$ cat src/rtl/dea_pkg.sv
// Shared widths, register indexes and types for the decimated exponential average filter.
// Used by the top level and by the serial divider; depends on nothing.
package dea_pkg;

  localparam int SAMPLE_W  = 32;
  localparam int CFG_W     = 16;
  localparam int PROD_W    = SAMPLE_W + CFG_W;
  localparam int TIMER_W   = 2 * CFG_W;
  localparam int MUL_CNT_W = $clog2(CFG_W);

  // The timer reload is the product of the two registers divided by this constant.
  localparam int TIMER_DIV_W = 5;
  localparam logic [TIMER_DIV_W-1:0] TIMER_DIVISOR = 5'd25;

  localparam logic REG_FILTER_TIME = 1'b0;
  localparam logic REG_KERNEL_RATE = 1'b1;

  localparam logic [CFG_W-1:0] FILTER_TIME_RESET = 16'd1;
  localparam logic [CFG_W-1:0] KERNEL_RATE_RESET = 16'd100;

  // Status of one serial divider as seen by the sequencer.
  typedef struct packed {
    logic busy;
    logic done;
  } div_stat_t;

endpackage

$ cat src/rtl/decimated_exponential_average_filter.sv
// Decimated exponential average filter: a tick that is disabled, cleared or still counting
// down passes through S_DONE into the output register after its request is accepted. A tick
// that runs the average passes through a bit-serial multiply ((N-1)*held and
// filter_time*kernel_rate side by side), a step that forms the numerator and starts the
// dividers, the one-bit-per-cycle divider for the 48-by-16 average (the reload division by
// 25 runs alongside it and ends sooner), a step that takes the quotient, then a step that
// posts the result. A result waits while the previous one is still stalled in the output
// register. A new request is taken as soon as the result sits in the output register, even
// if the receiver is still stalling it. Depends on dea_pkg and dea_div.
module decimated_exponential_average_filter (
  input  logic                          clk,
  input  logic                          rst,
  input  logic                          cfg_write,
  input  logic                          cfg_index,
  input  logic [dea_pkg::CFG_W-1:0]     cfg_data,
  input  logic                          in_valid,
  output logic                          in_stall,
  input  logic [dea_pkg::SAMPLE_W-1:0]  sample,
  input  logic                          enable,
  input  logic                          clear,
  output logic                          out_valid,
  input  logic                          out_stall,
  output logic [dea_pkg::SAMPLE_W-1:0]  filtered,
  output logic                          updated
);

  localparam int SW = dea_pkg::SAMPLE_W;
  localparam int CW = dea_pkg::CFG_W;
  localparam int PW = dea_pkg::PROD_W;
  localparam int TW = dea_pkg::TIMER_W;
  localparam logic [dea_pkg::MUL_CNT_W-1:0] MUL_LAST = dea_pkg::MUL_CNT_W'(CW - 1);

  typedef enum logic [2:0] {
    S_IDLE,
    S_MUL,
    S_LOAD,
    S_DIV,
    S_DONE
  } state_t;

  state_t state;

  logic [CW-1:0] filter_time;
  logic [CW-1:0] kernel_rate;
  logic [TW-1:0] tick_timer;
  logic [SW-1:0] held_output;

  logic [SW-1:0] sample_q;
  logic [PW-1:0] mul_prod;
  logic [CW-1:0] mul_bits;
  logic [TW-1:0] rel_prod;
  logic [CW-1:0] rel_bits;
  logic [dea_pkg::MUL_CNT_W-1:0] mul_cnt;
  logic [SW-1:0] res_value;
  logic          res_updated;

  logic [SW:0]   main_sum;
  logic [CW:0]   rel_sum;
  logic          in_accept;
  logic          div_start;
  logic [PW-1:0] main_num;
  logic [PW-1:0] main_quo;
  logic [TW-1:0] tim_quo;
  dea_pkg::div_stat_t main_stat;
  dea_pkg::div_stat_t tim_stat;

  assign in_stall  = (state != S_IDLE);
  assign in_accept = in_valid && !in_stall;
  assign div_start = (state == S_LOAD);
  assign main_num  = mul_prod + {{CW{1'b0}}, sample_q};

  // Right-shifting shift-and-add: one multiplier bit per cycle.
  always_comb begin
    main_sum = {1'b0, mul_prod[PW-1:CW]} + (mul_bits[0] ? {1'b0, held_output} : '0);
    rel_sum  = {1'b0, rel_prod[TW-1:CW]} + (rel_bits[0] ? {1'b0, kernel_rate} : '0);
  end

  dea_div #(
    .NUM_W(PW),
    .DEN_W(CW)
  ) u_div_main (
    .clk  (clk),
    .rst  (rst),
    .start(div_start),
    .num  (main_num),
    .den  (mul_bits),
    .quo  (main_quo),
    .stat (main_stat)
  );

  dea_div #(
    .NUM_W(TW),
    .DEN_W(dea_pkg::TIMER_DIV_W)
  ) u_div_timer (
    .clk  (clk),
    .rst  (rst),
    .start(div_start),
    .num  (rel_prod),
    .den  (dea_pkg::TIMER_DIVISOR),
    .quo  (tim_quo),
    .stat (tim_stat)
  );

  always_ff @(posedge clk) begin
    if (rst) begin
      state       <= S_IDLE;
      filter_time <= dea_pkg::FILTER_TIME_RESET;
      kernel_rate <= dea_pkg::KERNEL_RATE_RESET;
      tick_timer  <= '0;
      held_output <= '0;
      out_valid   <= 1'b0;
      mul_cnt     <= '0;
    end else begin
      if (cfg_write) begin
        case (cfg_index)
          dea_pkg::REG_FILTER_TIME: filter_time <= cfg_data;
          dea_pkg::REG_KERNEL_RATE: kernel_rate <= cfg_data;
          default: ;
        endcase
      end

      // In S_DONE the output register is handled by the posting step below.
      if (out_valid && !out_stall && state != S_DONE) begin
        out_valid <= 1'b0;
      end

      case (state)
        S_IDLE: begin
          if (in_accept) begin
            res_updated <= 1'b0;
            if (!enable || clear) begin
              held_output <= sample;
              tick_timer  <= '0;
              res_value   <= sample;
              state       <= S_DONE;
            end else if (tick_timer != '0) begin
              tick_timer <= tick_timer - 1'b1;
              res_value  <= held_output;
              state      <= S_DONE;
            end else begin
              // N-1 doubles as the multiplier; the divider later takes N itself.
              sample_q <= sample;
              mul_bits <= (filter_time == '0) ? '0 : filter_time - 1'b1;
              rel_bits <= filter_time;
              mul_prod <= '0;
              rel_prod <= '0;
              mul_cnt  <= '0;
              state    <= S_MUL;
            end
          end
        end
        S_MUL: begin
          mul_prod <= {main_sum, mul_prod[CW-1:1]};
          rel_prod <= {rel_sum, rel_prod[CW-1:1]};
          rel_bits <= {1'b0, rel_bits[CW-1:1]};
          mul_cnt  <= mul_cnt + 1'b1;
          if (mul_cnt == MUL_LAST) begin
            // Restore the divisor N after the shifts emptied the multiplier.
            mul_bits <= (filter_time == '0) ? CW'(1) : filter_time;
            state    <= S_LOAD;
          end else begin
            mul_bits <= {1'b0, mul_bits[CW-1:1]};
          end
        end
        S_LOAD: begin
          state <= S_DIV;
        end
        S_DIV: begin
          if (main_stat.done) begin
            held_output <= main_quo[SW-1:0];
            tick_timer  <= tim_quo;
            res_value   <= main_quo[SW-1:0];
            res_updated <= 1'b1;
            state       <= S_DONE;
          end
        end
        S_DONE: begin
          if (!out_valid || !out_stall) begin
            filtered  <= res_value;
            updated   <= res_updated;
            out_valid <= 1'b1;
            state     <= S_IDLE;
          end
        end
        default: state <= S_IDLE;
      endcase
    end
  end

  // The reload division is shorter, so it must be finished when the average is.
  a_timer_div_first: assert property (@(posedge clk) disable iff (rst)
    (state == S_DIV && main_stat.done) |-> !tim_stat.busy)
    else $error("timer reload divider still busy when average finished");

  a_div_idle_in_mul: assert property (@(posedge clk) disable iff (rst)
    (state == S_MUL) |-> (!main_stat.busy && !tim_stat.busy))
    else $error("divider busy during multiply phase");

  a_accept_leaves_idle: assert property (@(posedge clk) disable iff (rst)
    in_accept |=> (state != S_IDLE))
    else $error("accepted request did not start processing");

  a_update_only_from_div: assert property (@(posedge clk) disable iff (rst)
    (state == S_DONE && $past(state) == S_DIV) |-> res_updated)
    else $error("averaging result posted without update flag");

endmodule

$ cat src/rtl/dea_div.sv
// Restoring divider that retires one quotient bit per cycle.
// Uses dea_pkg for its status struct.
module dea_div #(
  parameter int NUM_W = 48,
  parameter int DEN_W = 16
) (
  input  logic                clk,
  input  logic                rst,
  input  logic                start,
  input  logic [NUM_W-1:0]    num,
  input  logic [DEN_W-1:0]    den,
  output logic [NUM_W-1:0]    quo,
  output dea_pkg::div_stat_t  stat
);

  localparam int CNT_W = $clog2(NUM_W);
  localparam logic [CNT_W-1:0] LAST = CNT_W'(NUM_W - 1);

  logic [DEN_W-1:0] rem;
  logic [DEN_W-1:0] den_q;
  logic [CNT_W-1:0] cnt;
  logic             busy;
  logic             done;
  logic [DEN_W+1:0] trial;
  logic [DEN_W:0]   shifted;

  always_comb begin
    shifted = {rem, quo[NUM_W-1]};
    trial   = {1'b0, shifted} - {2'b00, den_q};
  end

  always_ff @(posedge clk) begin
    if (rst) begin
      busy <= 1'b0;
      done <= 1'b0;
      cnt  <= '0;
    end else begin
      done <= busy && (cnt == LAST);
      if (busy) begin
        // A non-negative trial means this quotient bit is one.
        if (!trial[DEN_W+1]) begin
          rem <= trial[DEN_W-1:0];
          quo <= {quo[NUM_W-2:0], 1'b1};
        end else begin
          rem <= shifted[DEN_W-1:0];
          quo <= {quo[NUM_W-2:0], 1'b0};
        end
        if (cnt == LAST) begin
          busy <= 1'b0;
        end
        cnt <= cnt + 1'b1;
      end else if (start) begin
        busy  <= 1'b1;
        cnt   <= '0;
        rem   <= '0;
        quo   <= num;
        den_q <= den;
      end
    end
  end

  assign stat.busy = busy;
  assign stat.done = done;

endmodule
$ cat config.mk
export PLATFORM = sky130hd
export DESIGN_NAME = decimated_exponential_average_filter
export DESIGN_NICKNAME = d
export VERILOG_FILES = /design/src/rtl/dea_pkg.sv /design/src/rtl/decimated_exponential_average_filter.sv /design/src/rtl/dea_div.sv
export SDC_FILE = /design/constraint.sdc
export NUM_CORES = 1
export LEC_CHECK = 0
export ABC_AREA = 0
export ABC_CLOCK_PERIOD_IN_PS = 6300
export BUFFER_PORTS_ARGS = -buffer_cell sky130_fd_sc_hd__buf_2
export CORE_MARGIN = 2
export CORE_UTILIZATION = 45
export CTS_CLUSTER_DIAMETER = 60
export DETAILED_ROUTE_END_ITERATION = 16
export PLACE_DENSITY = 0.66
export SYNTH_ARGS = -nofsm -noshare
export SYNTH_HDL_FRONTEND = slang
export SYNTH_HIERARCHICAL = 1
export SYNTH_SLANG_ARGS = --single-unit
$ cat constraint.sdc
create_clock -name clk -period 6.3 [get_ports clk]
set_input_delay 1.26 -clock clk [delete_from_list [all_inputs] [get_ports clk]]
set_output_delay 1.26 -clock clk [all_outputs]
set_load 0.03 [all_outputs]
# --- Yosys cells after proc, flatten, opt, wreduce, memory -nomap -nowiden ---
# Cells that the tools add are included.
op_classes:
  add_sub_neg: 10
  n_eq_ne: 16
  mux: 71
  bitwise_logic: 5
  reduce_logical: 32
ops:
  columns: ["cell", "count"]
  rows:
  - ["32-bit two-way mux", 16]
  - ["32-bit one-hot mux with 2 select lines", 4]
  - ["48-bit two-way mux", 5]
  - ["16-bit two-way mux", 13]
  - ["48-bit one-hot mux with 2 select lines", 1]
  - ["16-bit one-hot mux with 2 select lines", 2]
  - ["48-bit by 32-bit adder with 48-bit output", 1]
  - ["32-bit by 32-bit adder with 33-bit output", 1]
  - ["32-bit nonzero test", 1]
  - ["32-bit by 1-bit subtractor with 32-bit output (second input constant)", 1]
  - ["5-bit two-way mux", 4]
  - ["4-bit AND reduction", 5]
  - ["3-bit two-way mux", 6]
  - ["17-bit by 16-bit subtractor with 18-bit output", 1]
  - ["16-bit by 16-bit adder with 17-bit output", 1]
  - ["16-bit logical NOT", 1]
  - ["16-bit by 1-bit subtractor with 16-bit output (second input constant)", 1]
  - ["3-bit one-hot mux with 5 select lines", 1]
  - ["5-bit AND reduction", 3]
  - ["1-bit two-way mux", 12]
  - ["4-bit two-way mux", 3]
  - ["6-bit two-way mux", 2]
  - ["2-bit inequality test (second input constant)", 6]
  - ["4-bit one-hot mux with 2 select lines", 1]
  - ["other kinds (22)", 42]
totals:
  ff_bits: 445

# --- Depth between registers and ports, before layout ---
# Gate-level depths: netlist (run 1).
depth:
  depth_word: 6
  mapped_depth: 13
  ltp_nobuf: 11

# --- Hierarchy ---
# Netlist (run 1), hierarchy kept.
by_module_without_submodules:
  columns: ["mod", "n_inst", "cells_each", "area_each_um2"]
  rows:
  - ["decimated_exponential_average_filter", 1, 1828, 17488.0]
  - ["dea_div at u_div_main", 1, 330, 4406.7]
  - ["dea_div at u_div_timer", 1, 152, 2235.9]

# --- Least setup slack after synthesis (run 1) ---
# No wires, ideal clock.
synth_path:
  kind: "register to register"
  from: "reg tick_timer[0]"
  to: "reg mul_bits[0], enable pin"
  setup_ns: 0.484
  arrival_ns: 4.673
  setup_slack_ns: 1.143
  path_stages_with_launch: 11
  n_path_buf: 1
  period_less_slack_ns: 5.157
  path_cell_list: "dfxtp_1 inv_1 ha_1 or4b_1 buf_2 nor3_2 nand4_2 nor2_4 nand2_1 a22oi_2 and2_1"
synth_via:
  elab_chain_cells: 3
synth_lines:
  columns: ["item", "line_no", "rtl"]
  rows:
  - ["start: declaration", "decimated_exponential_average_filter.sv:45", "logic [TW-1:0] tick_timer;"]
  - ["start signal: assignment", "decimated_exponential_average_filter.sv:137", "tick_timer <= tick_timer - 1'b1;"]
  - ["start signal: assignment", "decimated_exponential_average_filter.sv:171", "tick_timer <= tim_quo;"]
  - ["32-bit nonzero test", "decimated_exponential_average_filter.sv:136", "end else if (tick_timer != '0) begin"]
  - ["2-bit inequality test (no line)", null, null]
  - ["5-bit AND reduction (no line)", null, null]
  - ["end signal: assignment", "decimated_exponential_average_filter.sv:143", "mul_bits <= (filter_time == '0) ? '0 : filter_time - 1'b1;"]
  - ["end signal: assignment", "decimated_exponential_average_filter.sv:159", "mul_bits <= (filter_time == '0) ? CW'(1) : filter_time;"]
  - ["end signal: assignment", "decimated_exponential_average_filter.sv:162", "mul_bits <= {1'b0, mul_bits[CW-1:1]};"]
  - ["end: declaration", "decimated_exponential_average_filter.sv:50", "logic [CW-1:0] mul_bits;"]
# Every way passes these cells.
# A chain may end at the register's enable or synchronous reset.

# --- Worst setup path in the final report (run 1) ---
layout_path:
  from: "reg tick_timer[0]"
  to: "reg mul_prod[35], enable pin"
layout_via:
  elab_chain_cells: 3
layout_lines:
  columns: ["item", "line_no", "rtl"]
  rows:
  - ["32-bit nonzero test", "decimated_exponential_average_filter.sv:136", null]
  - ["2-bit inequality test (no line)", null, null]
  - ["5-bit AND reduction (no line)", null, null]
  - ["end signal: assignment", "decimated_exponential_average_filter.sv:153", "mul_prod <= {main_sum, mul_prod[CW-1:1]};"]
  - ["end: declaration", "decimated_exponential_average_filter.sv:49", "logic [PW-1:0] mul_prod;"]
# Every way passes these cells.

==> results.md, run 1 <==
* Clk Latency, worst-skew pair at 590 ps
* Clk sinks at 450
* Core area at 0.0528 mm²
* Initial core utilization at 45.6%
* Fin crit share at 64.6%
* RSZ-0062 raised after global routing: no
* Placed cells at 2,992
* Setup TNS at 0 ps
* Reg2Reg Setup Slack at 2230 ps
* Clk_skew at 20.4 ps
* DR DRC count at 0
* Hold depth at 0
* Status: completed
* DR vias at 17,700
* WL/cell at 18.7 µm
* Final setup fails at 0
* Top fanout value on the critical path at 75
* Fin. Hold Viols at 0
* Crit path to: mul_prod[35]
* FF-to-FF Start: tick_timer[0]
* Pre-CTS setup slack at 2110 ps
* Worst-Margin Slew at 1210 ps
* Initial antenna violation count at 0
* Post-CTS setup buffer count at 0
* WP data required at 6570 ps
* Worst path cell trace: inv_1 -> ha_1 -> or4b_1 -> nor3_2 -> nand4_2 -> nor2_4 -> nand2_1 -> a22oi_2 -> and2_4 -> buf_4
* Root Driver: clkbuf_16
* Die area at 0.0554 mm²
* # rows at 84
* Largest net degree at the start of global routing at 77
* Total gr overflow at 0
* First-pass GRT wire length at 92.3 mm
* DR vias/cell at 5.74
* Top Family by Delay on Critical Path: simple AND/OR/NAND/NOR gates
* Worst Slack Setup Final at 2230 ps
* Worst setup EP type: flip-flop
* Most frequent cells in the layout: edfxtp_1, nand2_1, nor2_1
* Critical path startpoint: tick_timer[0]
* CTS tree: done
* Worst reg-to-reg path cell count at 10
* Critical path class: flip-flop to flip-flop
* Total Wirelength at 57.7 mm
* Final RePlAce weighted congestion at 0.929
* Utilization after layout at 50.8%
* Vias in the first global route at 17,300
* Iter 0 DRT Violations at 1,321
* Die W at 235 µm
* ANT cells at 0
* CP max stage delay at 900 ps
* R2r endpoint: mul_prod[35]
* Critical path buffers and inverters at 2
* Power density cells at 254 mW/mm²
* Stages on the worst setup path at 10
* Post-DRT Antenna Nets at 0
* CP max-delay cell: and2_4
* H-tree depth at 2
* GRT Util Overall at 20.6%
* Synth Cell Area at 0.0241 mm²
* Max Clk Rate at 0.246 GHz
* Pre-Repair DR Iteration Count at 5
* LEAKAGE at 10.3 nW
* Post-layout nets at 2,525
* Final Max Tran Viols at 0
* Clk buf depth at 3
* Cts repair resizes at 0
* Number of cells produced by synthesis at 2,305
* Relative slew slack at 19.1%
* Most common cell after layout, fill and taps aside: edfxtp_1
* Arr. time, crit path at 4340 ps
* Synth-to-layout area growth at 11.2%
* Share of cells above drive strength 1 at 13.3%
* CP Launch Type: flip-flop
* Max Cap Viol at 0
* Cts hold-fix bufs at 0
* TritonCTS Buffers at 51
* IO Pins at 91
* DPL Wire Length at 39.3 mm
* Final worst path period need at 4070 ps
* Clock transition at path regs at 60 ps
* Hold Crit Class: flip-flop to flip-flop
* Syn_area_per_cell at 10.4 µm²
* Die Y-Extent at 235 µm
* Non-Filler Instances at 3,087
* Ys Warns at 6
* Peak supply drop at 0.000203 V
* Port bufs at 90
-- power by group --
group          internal [W]  leakage (nW)  total [W]  switching [W]
clock network       0.00172         0.805    0.00294        0.00122
logic              0.000210          5.48   0.000554       0.000343
registers           0.00325          4.01    0.00331      0.0000651
total               0.00518          10.3    0.00681        0.00163
-- worst register-to-register path: cells and delay by family, from the launching register on --
family,cells,cell delay [ps]
DFF,1,330
adders and majority gates,1,200
AOI/OAI and AO/OA,1,330
and+or+nand+nor,6,2300
buffers and inverters,2,580
-- worst min-delay path by stage --
stage / start / end
2_1_floorplan: res_value[0] / filtered[0]
3_3_place_gp: res_value[14] / filtered[14]
3_5_place_dp: res_value[14] / filtered[14]
4_1_cts: res_value[15] / filtered[15]
5_1_grt: res_value[15] / filtered[15]
6_report: res_value[15] / filtered[15]
-- metal layers --
metal | routed length (µm) | GRT usage, % | up-vias | part of all wire (%)
met2 | 26300 | 32.7 | 460 | 46
li1 | - | - | 8570 | -
met1 | 26700 | 28.5 | 8605 | 46
met5 | 0 | 0 | - | 0
met4 | 1850 | 7.59 | 0 | 3.2
met3 | 2930 | 3.12 | 98 | 5.1
-- metrics by stage --
stage	instance area, µm²	total power [W]	hold slack, ps
finish	26800	0.00681	410
global placement	25100	0.00390	400
global route	26800	0.00705	419
floorplan	24100	0.00376	400
CTS	26800	0.00687	410
detailed placement	25100	0.00392	405
-- sequential cells by signal, summed over array words and instances (netlist names), 32 cells and up --
| name | cells |
|---|---|
| filtered | 32 |
| u_div_main/quo | 48 |
| mul_prod | 48 |
| u_div_timer/quo | 32 |
| rel_prod | 32 |
| held_output | 32 |
| sample_q | 32 |
| tick_timer | 32 |
| res_value | 32 |
-- final cells by class --
| class | instances | area, µm² |
|---|---|---|
| fillers | 4766 | 26000 |
| flip-flops and latches | 450 | 12300 |
| multi-input cells | 1688 | 11100 |
| clock buffers | 70 | 1440 |
| well taps | 688 | 861 |
| repair buffers | 109 | 596 |
| clock inverters | 25 | 219 |
| inverters | 57 | 214 |
No activity file was read; power rests on OpenSTA's default activity.
==> run 2, diff against run 1 <==
- ABC_CLOCK_PERIOD_IN_PS: 6300 -> 3300
- PLACE_DENSITY: 0.66 -> 0.68
- clock period: 6.3 -> 3.3 ns (I/O delays scaled with it)
==> run 2 against run 1 <==
Clock skew grew 5.8 ps; non-clock buffer count grew 67; wire length grew 1.6%; fmax grew 27%; die area is the same; design area grew 3.4%; first-iteration DRC count grew 0.68%; via count grew 1.8%; clock-buffer cell count shrank 4; largest power group unchanged.
==> results.md, run 2 (synthesis gave the netlist of run 1 again) <==
* Status: completed (unchanged)
* Port bufs at 90 (unchanged)
* Root Driver: clkbuf_16 (unchanged)
* Arr. time, crit path at 3540 ps (was 4340 ps)
* Total Wirelength at 58.6 mm (was 57.7 mm)
* Largest net degree at the start of global routing at 100 (was 77)
* LEAKAGE at 10.7 nW (was 10.3 nW)
* Total gr overflow at 0 (unchanged)
* Die area at 0.0554 mm² (unchanged)
* Initial antenna violation count at 2 (was 0)
* Clk sinks at 450 (unchanged)
* Synth-to-layout area growth at 15.0% (was 11.2%)
* DR vias at 18,000 (was 17,700)
* Clk buf depth at 3 (unchanged)
* Psw at 0.00323 W (was 0.00163 W)
* Fin. Hold Viols at 0 (unchanged)
* Post-DRT Antenna Nets at 0 (unchanged)
* Pre-Repair DR Iteration Count at 5 (unchanged)
* Final worst path period need at 3210 ps (was 4070 ps)
* Worst Slack Setup Final at 87.0 ps (was 2230 ps)
* Critical path class: flip-flop to flip-flop (unchanged)
* WP data required at 3630 ps (was 6570 ps)
* P_int at 0.0102 W (was 0.00518 W)
* DR DRC count at 0 (unchanged)
* Die Y-Extent at 235 µm (unchanged)
* Share of cells above drive strength 1 at 16.8% (was 13.3%)
* Gate power share at 8.4% (was 8.1%)
* CP Launch Type: flip-flop (unchanged)
* Worst setup EP type: flip-flop (unchanged)
* IO Pins at 91 (unchanged)
* Die W at 235 µm (unchanged)
* Vias in the first global route at 17,600 (was 17,300)
* Layout fillers at 4,607 (was 4,766)
* Worst-Margin Slew at 955 ps (was 1210 ps)
* Final Max Tran Viols at 0 (unchanged)
* WL/cell at 18.6 µm (was 18.7 µm)
* Cts hold-fix bufs at 0 (unchanged)
* H-tree depth at 2 (unchanged)
* CP max stage delay at 540 ps (was 900 ps)
* Fin crit share at 97.4% (was 64.6%)
* CTS tree: done (unchanged)
* Post-layout nets at 2,593 (was 2,525)
* Flop pwr share at 47.1% (was 48.6%)
* Most common cell after layout, fill and taps aside: edfxtp_1 (unchanged)
* Worst hold slack at 264 ps (was 410 ps)
* Clk_skew at 26.2 ps (was 20.4 ps)
* DPL Wire Length at 40.8 mm (was 39.3 mm)
* Max Cap Viol at 0 (unchanged)
* TritonCTS Buffers at 52 (was 51)
* CP max-delay cell: or4b_1 (was and2_4)
* Multi-input gate area at 0.0113 mm² (was 0.0111 mm²)
* Worst path cell trace: ha_1 -> a21oi_2 -> a21boi_0 -> or4b_1 -> o21ai_1 -> o21ai_1 -> a21o_1 -> buf_12 -> nand4_1 -> xnor2_1 -> mux2_2 (was inv_1 -> ha_1 -> or4b_1 -> nor3_2 -> nand4_2 -> nor2_4 -> nand2_1 -> a22oi_2 -> and2_4 -> buf_4)
* Iter 0 DRT Violations at 1,330 (was 1,321)
* CP dominant cell by count: o21ai_1
* Pre-CTS setup slack at -60.1 ps (was 2110 ps)
* Sequential standard cell area at 0.0123 mm² (unchanged)
* DR vias/cell at 5.72 (was 5.74)
* Core area at 0.0528 mm² (unchanged)
* Most frequent cells in the layout: edfxtp_1, nand2_1, nor2_1 (unchanged)
* Power density cells at 485 mW/mm² (was 254 mW/mm²)
* Final setup fails at 0 (unchanged)
* Initial core utilization at 45.6% (unchanged)
* Max Clk Rate at 0.311 GHz (was 0.246 GHz)
* Clock transition at path regs at 70 ps (was 60 ps)
* Switching share of total power at 24.1% (was 23.9%)
* Clk Latency, worst-skew pair at 600 ps (was 590 ps)
* GRT Util Overall at 20.9% (was 20.6%)
* Hold Crit Class: input port to flip-flop (was flip-flop to flip-flop)
* Clk pwr share at 44.5% (was 43.2%)
* First-pass GRT wire length at 94.0 mm (was 92.3 mm)
* Top fanout value on the critical path at 8 (was 75)
* Largest registers: mul_prod (48), u_div_main/quo (48) (unchanged)
* Relative slew slack at 36.3% (was 19.1%)
* Peak supply drop at 0.000363 V (was 0.000203 V)
* Final RePlAce weighted congestion at 0.968 (was 0.929)
* # rows at 84 (unchanged)
## run 2: changes by cell type in the layout (fill, tap and decap cells not counted), moves of 5 or more
cell / before / now
buf_4: 20 / 79
clkbuf_1: 12 / 7
buf_12: 0 / 8
o21ai_0: 120 / 115
## run 2: worst paths after layout
| path | from | to | slack [ps] | cells after the start |
|---|---|---|---|---|
| min | sample[7] | sample_q[7] | 260 | 1 |
| max | sample_q[11] | u_div_main/quo[47] | 90 | 11 |
| min reg2reg | res_value[25] | filtered[25] | 410 | 0 |
| max reg2reg | sample_q[11] | u_div_main/quo[47] | 90 | 11 |
## run 2: per-stage QoR
stage / instances / cell area [µm²] / setup TNS, ps / power [W] / util, %
global route: 3158 / 27700 / -29.6 / 0.0139 / 52.5
floorplan: 2308 / 24100 / -2050 / 0.00718 / -
detailed placement: 3051 / 25700 / -113 / 0.00754 / 48.7
CTS: 3149 / 27500 / 0 / 0.0135 / 52.1
global placement: 3051 / 25700 / 0 / 0.00750 / 48.7
finish: 3158 / 27700 / 0 / 0.0134 / 52.5
## run 2: timing repair
action	CTS	global route
resized for setup	5	31
pin swaps	0	16
buffers inserted	0	8
setup endpoints to repair	8	86
## run 2: per-layer routing
metal / GRT usage, % / share of wire [%]
met5: 0 / 0.022
met4: 6.79 / 2.7
met3: 3.30 / 4.8
met2: 34.4 / 47
met1: 28.2 / 45
## run 2: final cells by class
| type | instances | share of cell area, % |
|---|---|---|
| Timing Repair Buffer | 176 | 4.33 |
| Tap cell | 688 | 3.11 |
| Multi-Input combinational cell | 1688 | 40.8 |
| Antenna cell | 1 | 0.00903 |
| Clock buffer | 66 | 5.26 |
| Inverter | 57 | 0.772 |
| Sequential cell | 450 | 44.5 |
| Clock inverter | 32 | 1.18 |
## run 2: worst max-delay path: cells and delay by family, from the launching register on
kind            cells  cell delay, ps
fa+ha+maj           1             400
flops               1             370
simple gates        2             640
compound gates      5            1060
buf+inv             1             140
mux                 1             260
xor+xnor            1              70
## run 2: power by group through the flow
| stage | logic [W] | clock network, W | registers (W) |
|---|---|---|---|
| 3_3_place_gp | 0.00107 | 0 | 0.00644 |
| 2_1_floorplan | 0.000764 | 0 | 0.00641 |
| 3_5_place_dp | 0.00110 | 0 | 0.00644 |
| 4_1_cts | 0.00111 | 0.00609 | 0.00632 |
| 6_report | 0.00113 | 0.00597 | 0.00632 |
| 5_1_grt | 0.00126 | 0.00632 | 0.00634 |
